==> src/design/resf_delay.sv <==
module resf_delay #(
    parameter int W = 8,
    parameter int N = 2
) (
    input  logic         clk,
    input  logic         rst_n,
    input  logic         en,
    input  logic         vin,
    input  logic [W-1:0] din,
    output logic         vout,
    output logic [W-1:0] dout
);

    logic         v_reg [0:N-1];
    logic [W-1:0] d_reg [0:N-1];

    for (genvar i = 0; i < N; i++)
    begin : g_tap
        logic         v_prev;
        logic [W-1:0] d_prev;

        if (i == 0)
        begin : g_first
            assign v_prev = vin;
            assign d_prev = din;
        end
        else
        begin : g_rest
            assign v_prev = v_reg[i-1];
            assign d_prev = d_reg[i-1];
        end

        always_ff @(posedge clk or negedge rst_n)
        begin
            if (!rst_n)
            begin
                v_reg[i] <= 1'b0;
            end
            else if (en)
            begin
                v_reg[i] <= v_prev;
            end
        end

        always_ff @(posedge clk)
        begin
            if (en)
            begin
                d_reg[i] <= d_prev;
            end
        end
    end

    assign vout = v_reg[N-1];
    assign dout = d_reg[N-1];

endmodule
==> config.mk <==
export PLATFORM = sky130hd
export DESIGN_NAME = resf_delay
export DESIGN_NICKNAME = d
export VERILOG_FILES = /design/src/design/resf_delay.sv
export SDC_FILE = /design/constraint.sdc
export NUM_CORES = 1
export LEC_CHECK = 0
export ABC_AREA = 1
export BUFFER_PORTS_ARGS = -buffer_cell sky130_fd_sc_hd__buf_4
export CAP_MARGIN = 20
export CORE_MARGIN = 2
export CORE_UTILIZATION = 45
export DETAILED_ROUTE_END_ITERATION = 10
export PLACE_DENSITY = 0.7
export SETUP_SLACK_MARGIN = 0.3
export SLEW_MARGIN = 20
export SYNTH_ARGS = -nofsm -noshare
export SYNTH_HDL_FRONTEND = slang
export SYNTH_SLANG_ARGS = --single-unit
==> constraint.sdc <==
create_clock -name clk -period 0.85 [get_ports clk]
set_input_delay 0 -clock clk [delete_from_list [all_inputs] [get_ports clk]]
set_output_delay 0 -clock clk [all_outputs]
set_load 0.05 [all_outputs]
# Word-level counts from Yosys, hierarchy flattened

Memory sizes are Yosys's and may differ from the RTL's.
Index checks and enable logic that the tools add are counted.

Multiplexer cells: 2

Operators by type and width:

| operator | number |
|---|---|
| $mux W1  | 2 |

Output and inout bits: 9
Memories kept: 1
Flip-flop bits (word level): 2
Input port bits: 12
Logic and storage cells: 5
Memory bits (writable): 16

Memory list:

| name  | words | width | rd ports | clocked after memory_dff | wr ports | line | text |
|---|---|---|---|---|---|---|---|
| d_reg | 2     | 8     | 2        | 0                        | 2        | 15   | `logic [W-1:0] d_reg [0:N-1];` |

# Logic depth before layout (Yosys ltp)

Word-level depth: 2
Mapped depth: 3
Gate-level depth less buffers: 3

# Least setup slack after synthesis

No wires, ideal clock.

Path kind: reg-to-reg
Start point: register, netlist name vout
End point: register v_reg, in the netlist vout
Buffers on the path: 0
Arrival: 713 ps
Path slack: 18 ps
Period minus slack after synthesis: 832 ps
Library setup time: 119 ps
Required time: 731 ps
Stages on the path, launching flop included: 3
Cell sequence: dfrtp_1 nand2_1 nand2_1

RTL lines:

| element                       | line | text |
|---|---|---|
| end signal, assigned by index | 41   | `v_reg[i] <= v_prev;` |
| end, declared                 | 14   | `logic v_reg [0:N-1];` |

# Final worst setup path

Start point: register v_reg, in the netlist vout
End point: output port vout

RTL lines:

| element       | line | text |
|---|---|---|
| end, declared | 10   | `output logic vout,` |

No word-level cell between the ends.

==> key figures <==
Setup path
  • Kind of critical path: flop to primary output
  • Setup slack, reg-to-reg: ~0.080 ns
  • Arrival time at the worst endpoint: 0.86 ns
  • Buffer and inverter count on the worst path: 1
  • Crit path max fanout: 2
  • Slowest stage cell, crit path: sky130_fd_sc_hd__dfrtp_2
  • Startpoint type of the worst setup path: flop
  • Register-to-Register Path Depth: 3
  • Largest delay contributor family on the critical path: flip-flops
  • Worst setup EP type: primary output
  • Cell-by-cell trace of the critical path: buf_6
  • Endpoint of the worst-slack reg-to-reg timing path: vout
  • Worst path max stage delay: 0.42 ns
  • Req. time, crit path: 0.85 ns
  • Start of the worst register-to-register path: vout

Yosys
  • Async S/R FF share, synth: 11.1%
  • Library cells used by synthesis: 5
  • Warnings from Yosys: 0
  • Dominant synthesized flop cell: sky130_fd_sc_hd__edfxtp_1
  • Post-synthesis cell count: 33
  • Area share of the largest cell type after synthesis: 77.9%
  • Top post-synthesis cells by area: sky130_fd_sc_hd__edfxtp_1 78%, sky130_fd_sc_hd__buf_4 9.7%, sky130_fd_sc_hd__dfrtp_1 8.1%
  • Sequential share of the synthesized area: 86.0%
  • Cell types with the highest counts after synthesis: 16 x sky130_fd_sc_hd__edfxtp_1, 8 x sky130_fd_sc_hd__buf_4, 6 x sky130_fd_sc_hd__nand2_1, 2 x sky130_fd_sc_hd__dfrtp_1, 1 x sky130_fd_sc_hd__inv_1
  • Nets in the synthesized netlist: 45
  • Post-synth EDFFs: 16
  • Mapped Area: 617 sq um
  • Number of synthesized register bits: 18
  • Dominant cell type by area after synthesis: sky130_fd_sc_hd__edfxtp_1
  • Mean Syn Cell Area: 18.7 sq um
  • Dominant cell by count in the synthesized netlist: sky130_fd_sc_hd__edfxtp_1

STA
  • Worst hold margin: -0.116 ns
  • Post-route fraction of the period consumed by the critical path: 101%
  • Hold Violations, Final: 9
  • Setup Skew: 0.00433 ns
  • Peak clock frequency supported by timing: 1170 MHz
  • Setup repair after global routing missed its margin: true
  • Max-Slew Margin vs Limit: a little under nine tenths
  • Post-layout min period: 0.856 ns
  • Final Max Tran Viols: 0
  • Setup violations, final: 1
  • Least setup slack across all paths after layout: -0.00582 ns
  • Slew at the pin closest to its max-slew limit: 0.220 ns

Finish
  • Fraction of layout cells with a size suffix above 1: 52.9%
  • Antenna cell count: 0
  • Flip-flop count of the largest register after layout: 16
  • Net count, final: 64
  • Synth-to-Final Area Change: 32.5%
  • Non-filler instance count after layout: 66
  • Number of filler cells placed in the layout: 96

Clock network
  • Root buffer selected by CTS: sky130_fd_sc_hd__clkbuf_4
  • Post-CTS clock slew at the launch and capture registers of the worst setup and hold paths: 0.10 ns
  • H-Tree Level Count: 1
  • TritonCTS clock tree: done
  • Number of hold-repair buffers added at the cts stage: 1
  • Clock sink total: 18
  • Maximum number of buffers from clock root to sink: 2
  • Clock insertion delay at the later pin of the skew report: roughly 0.28 ns
  • CTS Buf Count: 3

Placed design
  • Instance count after placement with tap cells included: 60
  • Final GP Congestion: 0.612
  • Setup Slack @ Placement: 0.230 ns
  • Total of buffers placed on input and output ports: 20

Power
  • Power density over cell area: between 2000 and 2500 nW/um^2
  • Total net switching power: 423 uW
  • Post-layout total power: 1830 uW
  • Max VDD drop: 1410 uV
  • Sw Ratio: 23.1%
  • Leakage component of the power: ~0.00034 uW
  • Internal portion of total power: 1400 uW
  • Comb pwr share: between 10% and 20%
  • Clock Power Share: 27.7%
  • Sequential cell fraction of total power: between 50% and 60%

Worst hold path
  • Worst hold path depth: 1
  • Hold Path End: d_reg[0][0]
  • Type of the tightest min-delay check: input pin to flop
  • Worst hold path startpoint: din[0]

Floorplan
  • Width of the die: 41.0 um
  • Core area: 1280 sq um
  • I/O Pins: 21
  • Starting utilization of the core area: 48.0%
  • Die Y-Extent: 41.0 um
  • Die ar.: ~1700 sq um
  • Standard-cell row count: 13

Route
  • Length of the first detailed-routing pass in iterations: 4
  • Total wirelength of the detailed-routed design: 841 um
  • Detailed Route Iter0 Violations: 18
  • DRC violations left: 0
  • Final ANT Viol Nets: 0
  • WL per Instance: 12.7 um
  • Via/cell ratio: 4.45
  • Vias after detailed routing: between 200 and 300

Global routing
  • Grt ovf: 0
  • Initial antenna violation count: 0
  • Global Route Usage Sum: 12.3%
  • Number of global-route vias before repair: 263
  • Largest net degree at the start of global routing: 20
  • First-pass GRT wire length: 1140 um

Status
  • Violations in the final reports: hold timing, setup timing
  • Result of the run: finished, violations left

Job
  • Max Cap Violations: 0
[worst max path at each step]
stage / from / end / depth (start not counted)
floorplan: vout / vout / 2
global placement: d_reg[0][0] / d_reg[0][8] / 0
detailed placement: d_reg[0][4] / d_reg[0][12] / 0
CTS: d_reg[0][12] / dout[4] / 1
global route: vout / vout / 1
finish: vout / vout / 1
[placed cells by master (no fill, tap or decap)]
master	n
sky130_fd_sc_hd__buf_6	9
sky130_fd_sc_hd__nand2_2	1
sky130_fd_sc_hd__dlygate4sd3_1	1
sky130_fd_sc_hd__clkbuf_4	3
sky130_fd_sc_hd__dfrtp_2	1
sky130_fd_sc_hd__buf_4	12
sky130_fd_sc_hd__dfrtp_1	1
sky130_fd_sc_hd__nand2_1	5
sky130_fd_sc_hd__clkbuf_8	1
sky130_fd_sc_hd__edfxtp_1	16
sky130_fd_sc_hd__inv_1	1
[routing by layer]
layer	vias to the layer above	GRT usage, %	routed length [um]
li1	143	-	-
met1	133	11.1	313
met2	14	19.5	440
met3	4	4.89	53
met4	0	13.3	33
met5	-	0	0
[per-stage QoR]
step	utilization, %	TNS, ns	area (sq um)	hold slack, ns
after global routing	63.6	-0.301	817	-0.136
after global placement	56.6	0	727	-0.219
final	63.6	-0.00582	817	-0.116
after floorplan	-	0	618	-0.296
after CTS	63.6	-0.0225	817	-0.119
after detailed placement	56.6	0	727	-0.216
[power by group through the flow]
| stage | sequential, uW | clock, uW | combinational [uW] |
|---|---|---|---|
| 6_report | 1060 | 506 | 257 |
| 5_1_grt | 1070 | 556 | 269 |
| 4_1_cts | 1060 | 507 | 257 |
| 3_5_place_dp | 1080 | 0 | 223 |
| 3_3_place_gp | 1070 | 0 | 218 |
| 2_1_floorplan | 1090 | 0 | 135 |
[area by class of cell]
class / count / area, sq um / share of cell area (%)
tap: 15 / 18.8 / 2.30
multi-input combinational: 6 / 25.0 / 3.06
sequential: 18 / 532 / 65.1
timing repair buffer: 22 / 201 / 24.7
clock buffer: 4 / 36.3 / 4.44
inverter: 1 / 3.75 / 0.459
[kinds of logic after synthesis]
family / count (synthesis) / synth area share, %
buf+inv: 9 / 10.3
simple gates: 6 / 3.65
flops: 18 / 86.0
[repair_timing]
action | 4_1_cts | 5_1_grt
setup buffers | 1 | 0
resized for setup | 10 | 0
cloned | 0 | 0
endpoints found under the setup margin | 19 | 19
endpoints found under the hold margin | 11 | 9
Note: power is estimated with default switching activity, not from simulation.
