File: src/design/resf_div.sv
module resf_div #(
    parameter int NW = 48
) (
    input  logic          clk,
    input  logic          en,
    input  logic [NW-1:0] num,
    input  logic [30:0]   den,
    output logic [31:0]   q,
    output logic          ovq
);

    logic [30:0] rem_reg [0:32];
    logic [31:0] lo_reg  [0:32];
    logic [31:0] q_reg   [0:32];
    logic [30:0] den_reg [0:32];
    logic        ov_reg  [0:32];

    // The upper bits of the numerator decide whether the quotient fits 32 bits.
    always_ff @(posedge clk)
    begin
        if (en)
        begin
            rem_reg[0] <= 31'(num[NW-1:32]);
            ov_reg[0]  <= 31'(num[NW-1:32]) >= den;
            lo_reg[0]  <= num[31:0];
            q_reg[0]   <= '0;
            den_reg[0] <= den;
        end
    end

    for (genvar j = 1; j <= 32; j++)
    begin : g_step
        logic [31:0] trial;
        logic [31:0] diff;
        logic        ge;

        always_comb
        begin
            trial = {rem_reg[j-1], lo_reg[j-1][31]};
            diff  = trial - {1'b0, den_reg[j-1]};
            ge    = trial >= {1'b0, den_reg[j-1]};
        end

        always_ff @(posedge clk)
        begin
            if (en)
            begin
                rem_reg[j] <= ge ? diff[30:0] : trial[30:0];
                lo_reg[j]  <= {lo_reg[j-1][30:0], 1'b0};
                q_reg[j]   <= {q_reg[j-1][30:0], ge};
                den_reg[j] <= den_reg[j-1];
                ov_reg[j]  <= ov_reg[j-1];
            end
        end
    end

    assign q   = q_reg[32];
    assign ovq = ov_reg[32];

endmodule

File: config.mk
export PLATFORM = sky130hd
export DESIGN_NAME = resf_div
export DESIGN_NICKNAME = d
export VERILOG_FILES = /design/src/design/resf_div.sv
export SDC_FILE = /design/constraint.sdc
export NUM_CORES = 2
export LEC_CHECK = 0
export CORE_UTILIZATION = 55
export CTS_BUF_LIST = sky130_fd_sc_hd__clkbuf_8
export DETAILED_ROUTE_END_ITERATION = 6
export DONT_BUFFER_PORTS = 1
export GPL_ROUTABILITY_DRIVEN = 0
export GPL_TIMING_DRIVEN = 0
export PLACE_DENSITY = 0.7
export SLEW_MARGIN = 10
export SYNTH_ARGS = -nofsm -noshare
export SYNTH_HDL_FRONTEND = slang
export SYNTH_MEMORY_MAX_BITS = 65536
export SYNTH_SLANG_ARGS = --single-unit
File: constraint.sdc
create_clock -name clk -period 4.6 [get_ports clk]
set_clock_uncertainty 0.2 [all_clocks]
set_input_delay 0.69 -clock clk [delete_from_list [all_inputs] [get_ports clk]]
set_output_delay 0.69 -clock clk [all_outputs]
set_load 0.05 [all_outputs]
# Yosys cells after proc, flatten, opt, wreduce, memory -nomap -nowiden

Memory sizes are Yosys's and may differ from the RTL's.
Cells that the tools add are included.

Output and inout port bits: 33
Flip-flop bits (word level): 0
Logic and storage cells: 104
Bits in writable memories: 4,191
Memories kept: 5

Memories:

| name    | depth | width | read ports | clocked after memory_dff | wr ports | RTL line | RTL |
|---|---|---|---|---|---|---|---|
| lo_reg  | 33    | 32    | 32         | 0                        | 33       | 13       | `logic [31:0] lo_reg [0:32];` |
| q_reg   | 33    | 32    | 33         | 0                        | 33       | 14       | `logic [31:0] q_reg [0:32];` |
| den_reg | 33    | 31    | 32         | 0                        | 33       | 15       | `logic [30:0] den_reg [0:32];` |
| rem_reg | 33    | 31    | 32         | 0                        | 33       | 12       | `logic [30:0] rem_reg [0:32];` |
| ov_reg  | 33    | 1     | 33         | 0                        | 33       | 16       | `logic ov_reg [0:32];` |

Order comparisons: 33
Add/subtract/negate cells: 32
Mux-type cells: 34

Operator list:

| kind             | count |
|---|---|
| $ge A32 B31 Y1   | 32 |
| $mux W31         | 32 |
| $sub A31 B31 Y31 | 32 |
| $ge A16 B31 Y1   | 1 |
| $mux W1          | 2 |

# Depth between registers and ports, before layout

Depth in word-level cells: 2
Mapped depth: 16

# Least setup slack after synthesis

Ideal clock, no wire load.

Kind: register -> register
From: memory den_reg[8][0] (netlist: den_reg[0][248])
To: memory rem_reg[9][23] (netlist: rem_reg[0][302]), data pin
Stages on the path, launching flop included: 14
Path slack: 0.947 ns
Data required time: 4.140 ns
Buffers on the path: 1
Library setup time: 0.260 ns
Period minus slack after synthesis: 3.653 ns
Arrival time: 3.193 ns
Path through: edfxtp_1 ha_1 fa_1 nor2b_1 o21ai_1 a21boi_1 o311a_1 o22ai_1 nor2_1 a41oi_1 o21a_1 o41ai_4 buf_2 mux2_2

RTL lines:

| what               | RTL line |
|---|---|
| start: declaration | 15 |
| end: declaration   | 12 |

==> qor.csv <==
stage,metric,value,unit
route,DRT antenna net count,0,
place,placed insts,15800,
global_routing,first-pass GRT wire length,516,mm
global_routing,largest net degree at the start of global routing,250,
logic_synthesis,Post-synth top cells,"3058 x edfxtp_1, 1245 x inv_1, 1012 x a21oi_1",
floorplan,Ports,114,
logic_synthesis,average size of a mapped cell,12.4,um^2
place,I/O Buffers,0,
route,drt drc,3,
worst_setup_path,Critical Path Sink Type,flip-flop,
layout,max reg flops,992,
clock_tree,Clock transition at path regs,0.06,ns
sta,Final Setup Violations,0,
sta,"Worst Setup Slack, final",0.102,ns
place,post-DP HPWL,232,mm
route,routed len/inst,19.4,um
clock_tree,total CTS buffers,524,
clock_tree,CTS tree,built,
floorplan,Chip Height,527,um
layout,post-route insts no fill,16900,
sta,max frequency,0.222,GHz
logic_synthesis,leading cell type by number of instances after synthesis,edfxtp_1,
status,status,"complete, but fails checks",
layout,Final nets,14000,
floorplan,Initial Utilization,0.554,
power_and_ir_drop,VDD IR-drop max,348,uV
logic_synthesis,largest area contributor in the netlist,edfxtp_1,
floorplan,core area,274000,um^2
logic_synthesis,ys async rst share,0,
sta,"Hold Vio Cnt, Final",0,
route,Starting DRT DRC Count,10200,
worst_setup_path,CP Class,flip-flop to flip-flop,
clock_tree,CTS H-tree depth,6,
global_routing,initial antenna violation count,10,
layout,layout cells sized above 1,0.0874,
logic_synthesis,Mapped Area,152000,um^2
hold_path,Min-Delay Path Class,primary input to flip-flop,
route,routed vias/inst,5.85,
logic_synthesis,top_reg_cell synth,edfxtp_1,
sta,Final min period,4.50,ns
logic_synthesis,sequential area share after synthesis,0.606,
logic_synthesis,"Warnings, synthesis",0,
logic_synthesis,Yosys cell types,91,
sta,worst-margin pin slew,1.38,ns
sta,crit share post-route,0.978,
floorplan,cell row count,192,
layout,Finished Core Util,0.615,
route,"wirelength, routed",329,mm
route,1st-pass router iterations,7,
run,Max Cap Viol,0,
route,routed via count,98900,
worst_setup_path,Worst Path Max Fanout,10,
worst_setup_path,CP arrival,5.18,ns
sta,"Slew Viols, Final",0,
layout,Synth-to-Final Area Change,11.1,%
clock_tree,clk_lat worst skew,1.18,ns
logic_synthesis,cells after synthesis,12200,
clock_tree,Sinks on Clock Net,3058,
floorplan,DIE AREA,278000,um^2
logic_synthesis,post-synth top area share,0.606,
clock_tree,Max clock buf depth,4,
floorplan,Die Wd,527,um
logic_synthesis,"top cells by area, synth","edfxtp_1 61%, ha_1 8.2%, a21oi_1 3.3%, inv_1 3.1%, xnor2_1 2.8%",
place,pre-CTS setup slack,-1.73,ns
logic_synthesis,Post-synth EDFFs,3058,
logic_synthesis,Synth Register Bits,3058,
global_routing,vias in the first global route,97200,
status,failing checks,design-rule violations,
global_routing,Tot GR Track Use,0.231,
worst_setup_path,WP data required,5.28,ns
power_and_ir_drop,power per cell area,673,nW/um^2
power_and_ir_drop,Pleak,68.2,nW
worst_setup_path,startpoint types,flip-flop,
global_routing,total gr overflow,0,
logic_synthesis,Synth Net Count,13300,
sta,setup_tns,0,ns
clock_tree,CTS root buf,clkbuf_8,
sta,Max-slew headroom,0.0791,
## through the flow
stage | total power, W | hold WS [ns] | cell area (um^2)
finish | 0.113 | 0.0123 | 168000
CTS | 0.113 | 0.00424 | 168000
floorplan | 0.0766 | 0.200 | 152000
global placement | 0.0869 | 0.200 | 156000
global route | 0.120 | 0.0390 | 168000
detailed placement | 0.0892 | 0.205 | 157000
## cells in the final DEF (no fill, tap or decap), types with 113 or more instances in the layout
master / instances
nand2b_1: 116
clkbuf_8: 532
nand3_1: 146
a21o_1: 487
xor2_1: 319
edfxtp_1: 3058
ha_1: 994
o21bai_1: 113
dlygate4sd3_1: 160
nor2b_1: 131
nand2_1: 749
xnor2_1: 489
mux2_2: 270
a21oi_1: 1009
clkbuf_1: 141
inv_1: 1409
o21ai_0: 736
nand4_1: 150
nor2_1: 735
o21a_1: 123
## path summary, 6_finish.rpt
check | to | depth (start not counted) | slack (ns) | start
setup / recovery | rem_reg[0][567]$_DFFE_PP_ | 16 | 0.10 | lo_reg[0][575]$_DFFE_PP_
hold / removal | den_reg[0][722]$_DFFE_PP_ | 2 | 0.01 | en
setup reg to reg | rem_reg[0][567]$_DFFE_PP_ | 16 | 0.10 | lo_reg[0][575]$_DFFE_PP_
hold reg to reg | lo_reg[0][149]$_DFFE_PP_ | 0 | 0.20 | lo_reg[0][116]$_DFFE_PP_
## cell type report
cell class                 count  area [um^2]
clock inverter               383         2180
tap                         3589         4490
sequential                  3058        91800
inverter                    1245         4670
clock buffer                 532         7320
timing repair buffer         207         2490
fill                       21000       105000
buffer                       234         1030
antenna                        8         20.0
multi-input combinational   7663        54400
## where the power goes
group	total (W)	switching [W]	internal, W
registers	0.0431	0.00366	0.0394
clock network	0.0227	0.0111	0.0115
logic	0.0475	0.0277	0.0199
## per-layer routing
metal | GRT usage | wire [um]
met4 | 0.0877 | 11500
met2 | 0.363 | 149000
met5 | 0 | 13
met3 | 0.0435 | 24700
met1 | 0.320 | 143000
## cell families after synthesis
kind of cell,after synthesis,synth area share
adder cells (fa/ha/maj),1025,0.0861
buffers and inverters,1482,0.0373
flip-flops,3058,0.606
multiplexers,308,0.0230
XOR/XNOR,808,0.0467
AND/OR/NAND/NOR,2403,0.0736
AO/OA/AOI/OAI,3119,0.128
## what timing repair did
item                       4_1_cts  5_1_grt
hold endpoints to repair       208        0
hold buffers                   167        0
setup endpoints to repair      509      464
resized for setup               25       72
gates cloned                     2        0
setup buffers                   11       11
pin swaps                        6        5
## critical path: stages (launching register included)
cell and delay, ns:
edfxtp_1 0.37, buf_12 0.15, inv_1 0.05, ha_1 0.22
fa_1 0.42, nor2b_1 0.22, o2111ai_1 0.20, a31oi_2 0.36
a31o_2 0.29, a41o_1 0.22, a31oi_1 0.21, o21ai_0 0.23
a21oi_1 0.13, o21ai_4 0.19, buf_2 0.34, buf_2 0.31
a21oi_1 0.11
Note: power is estimated with default switching activity, not from simulation.
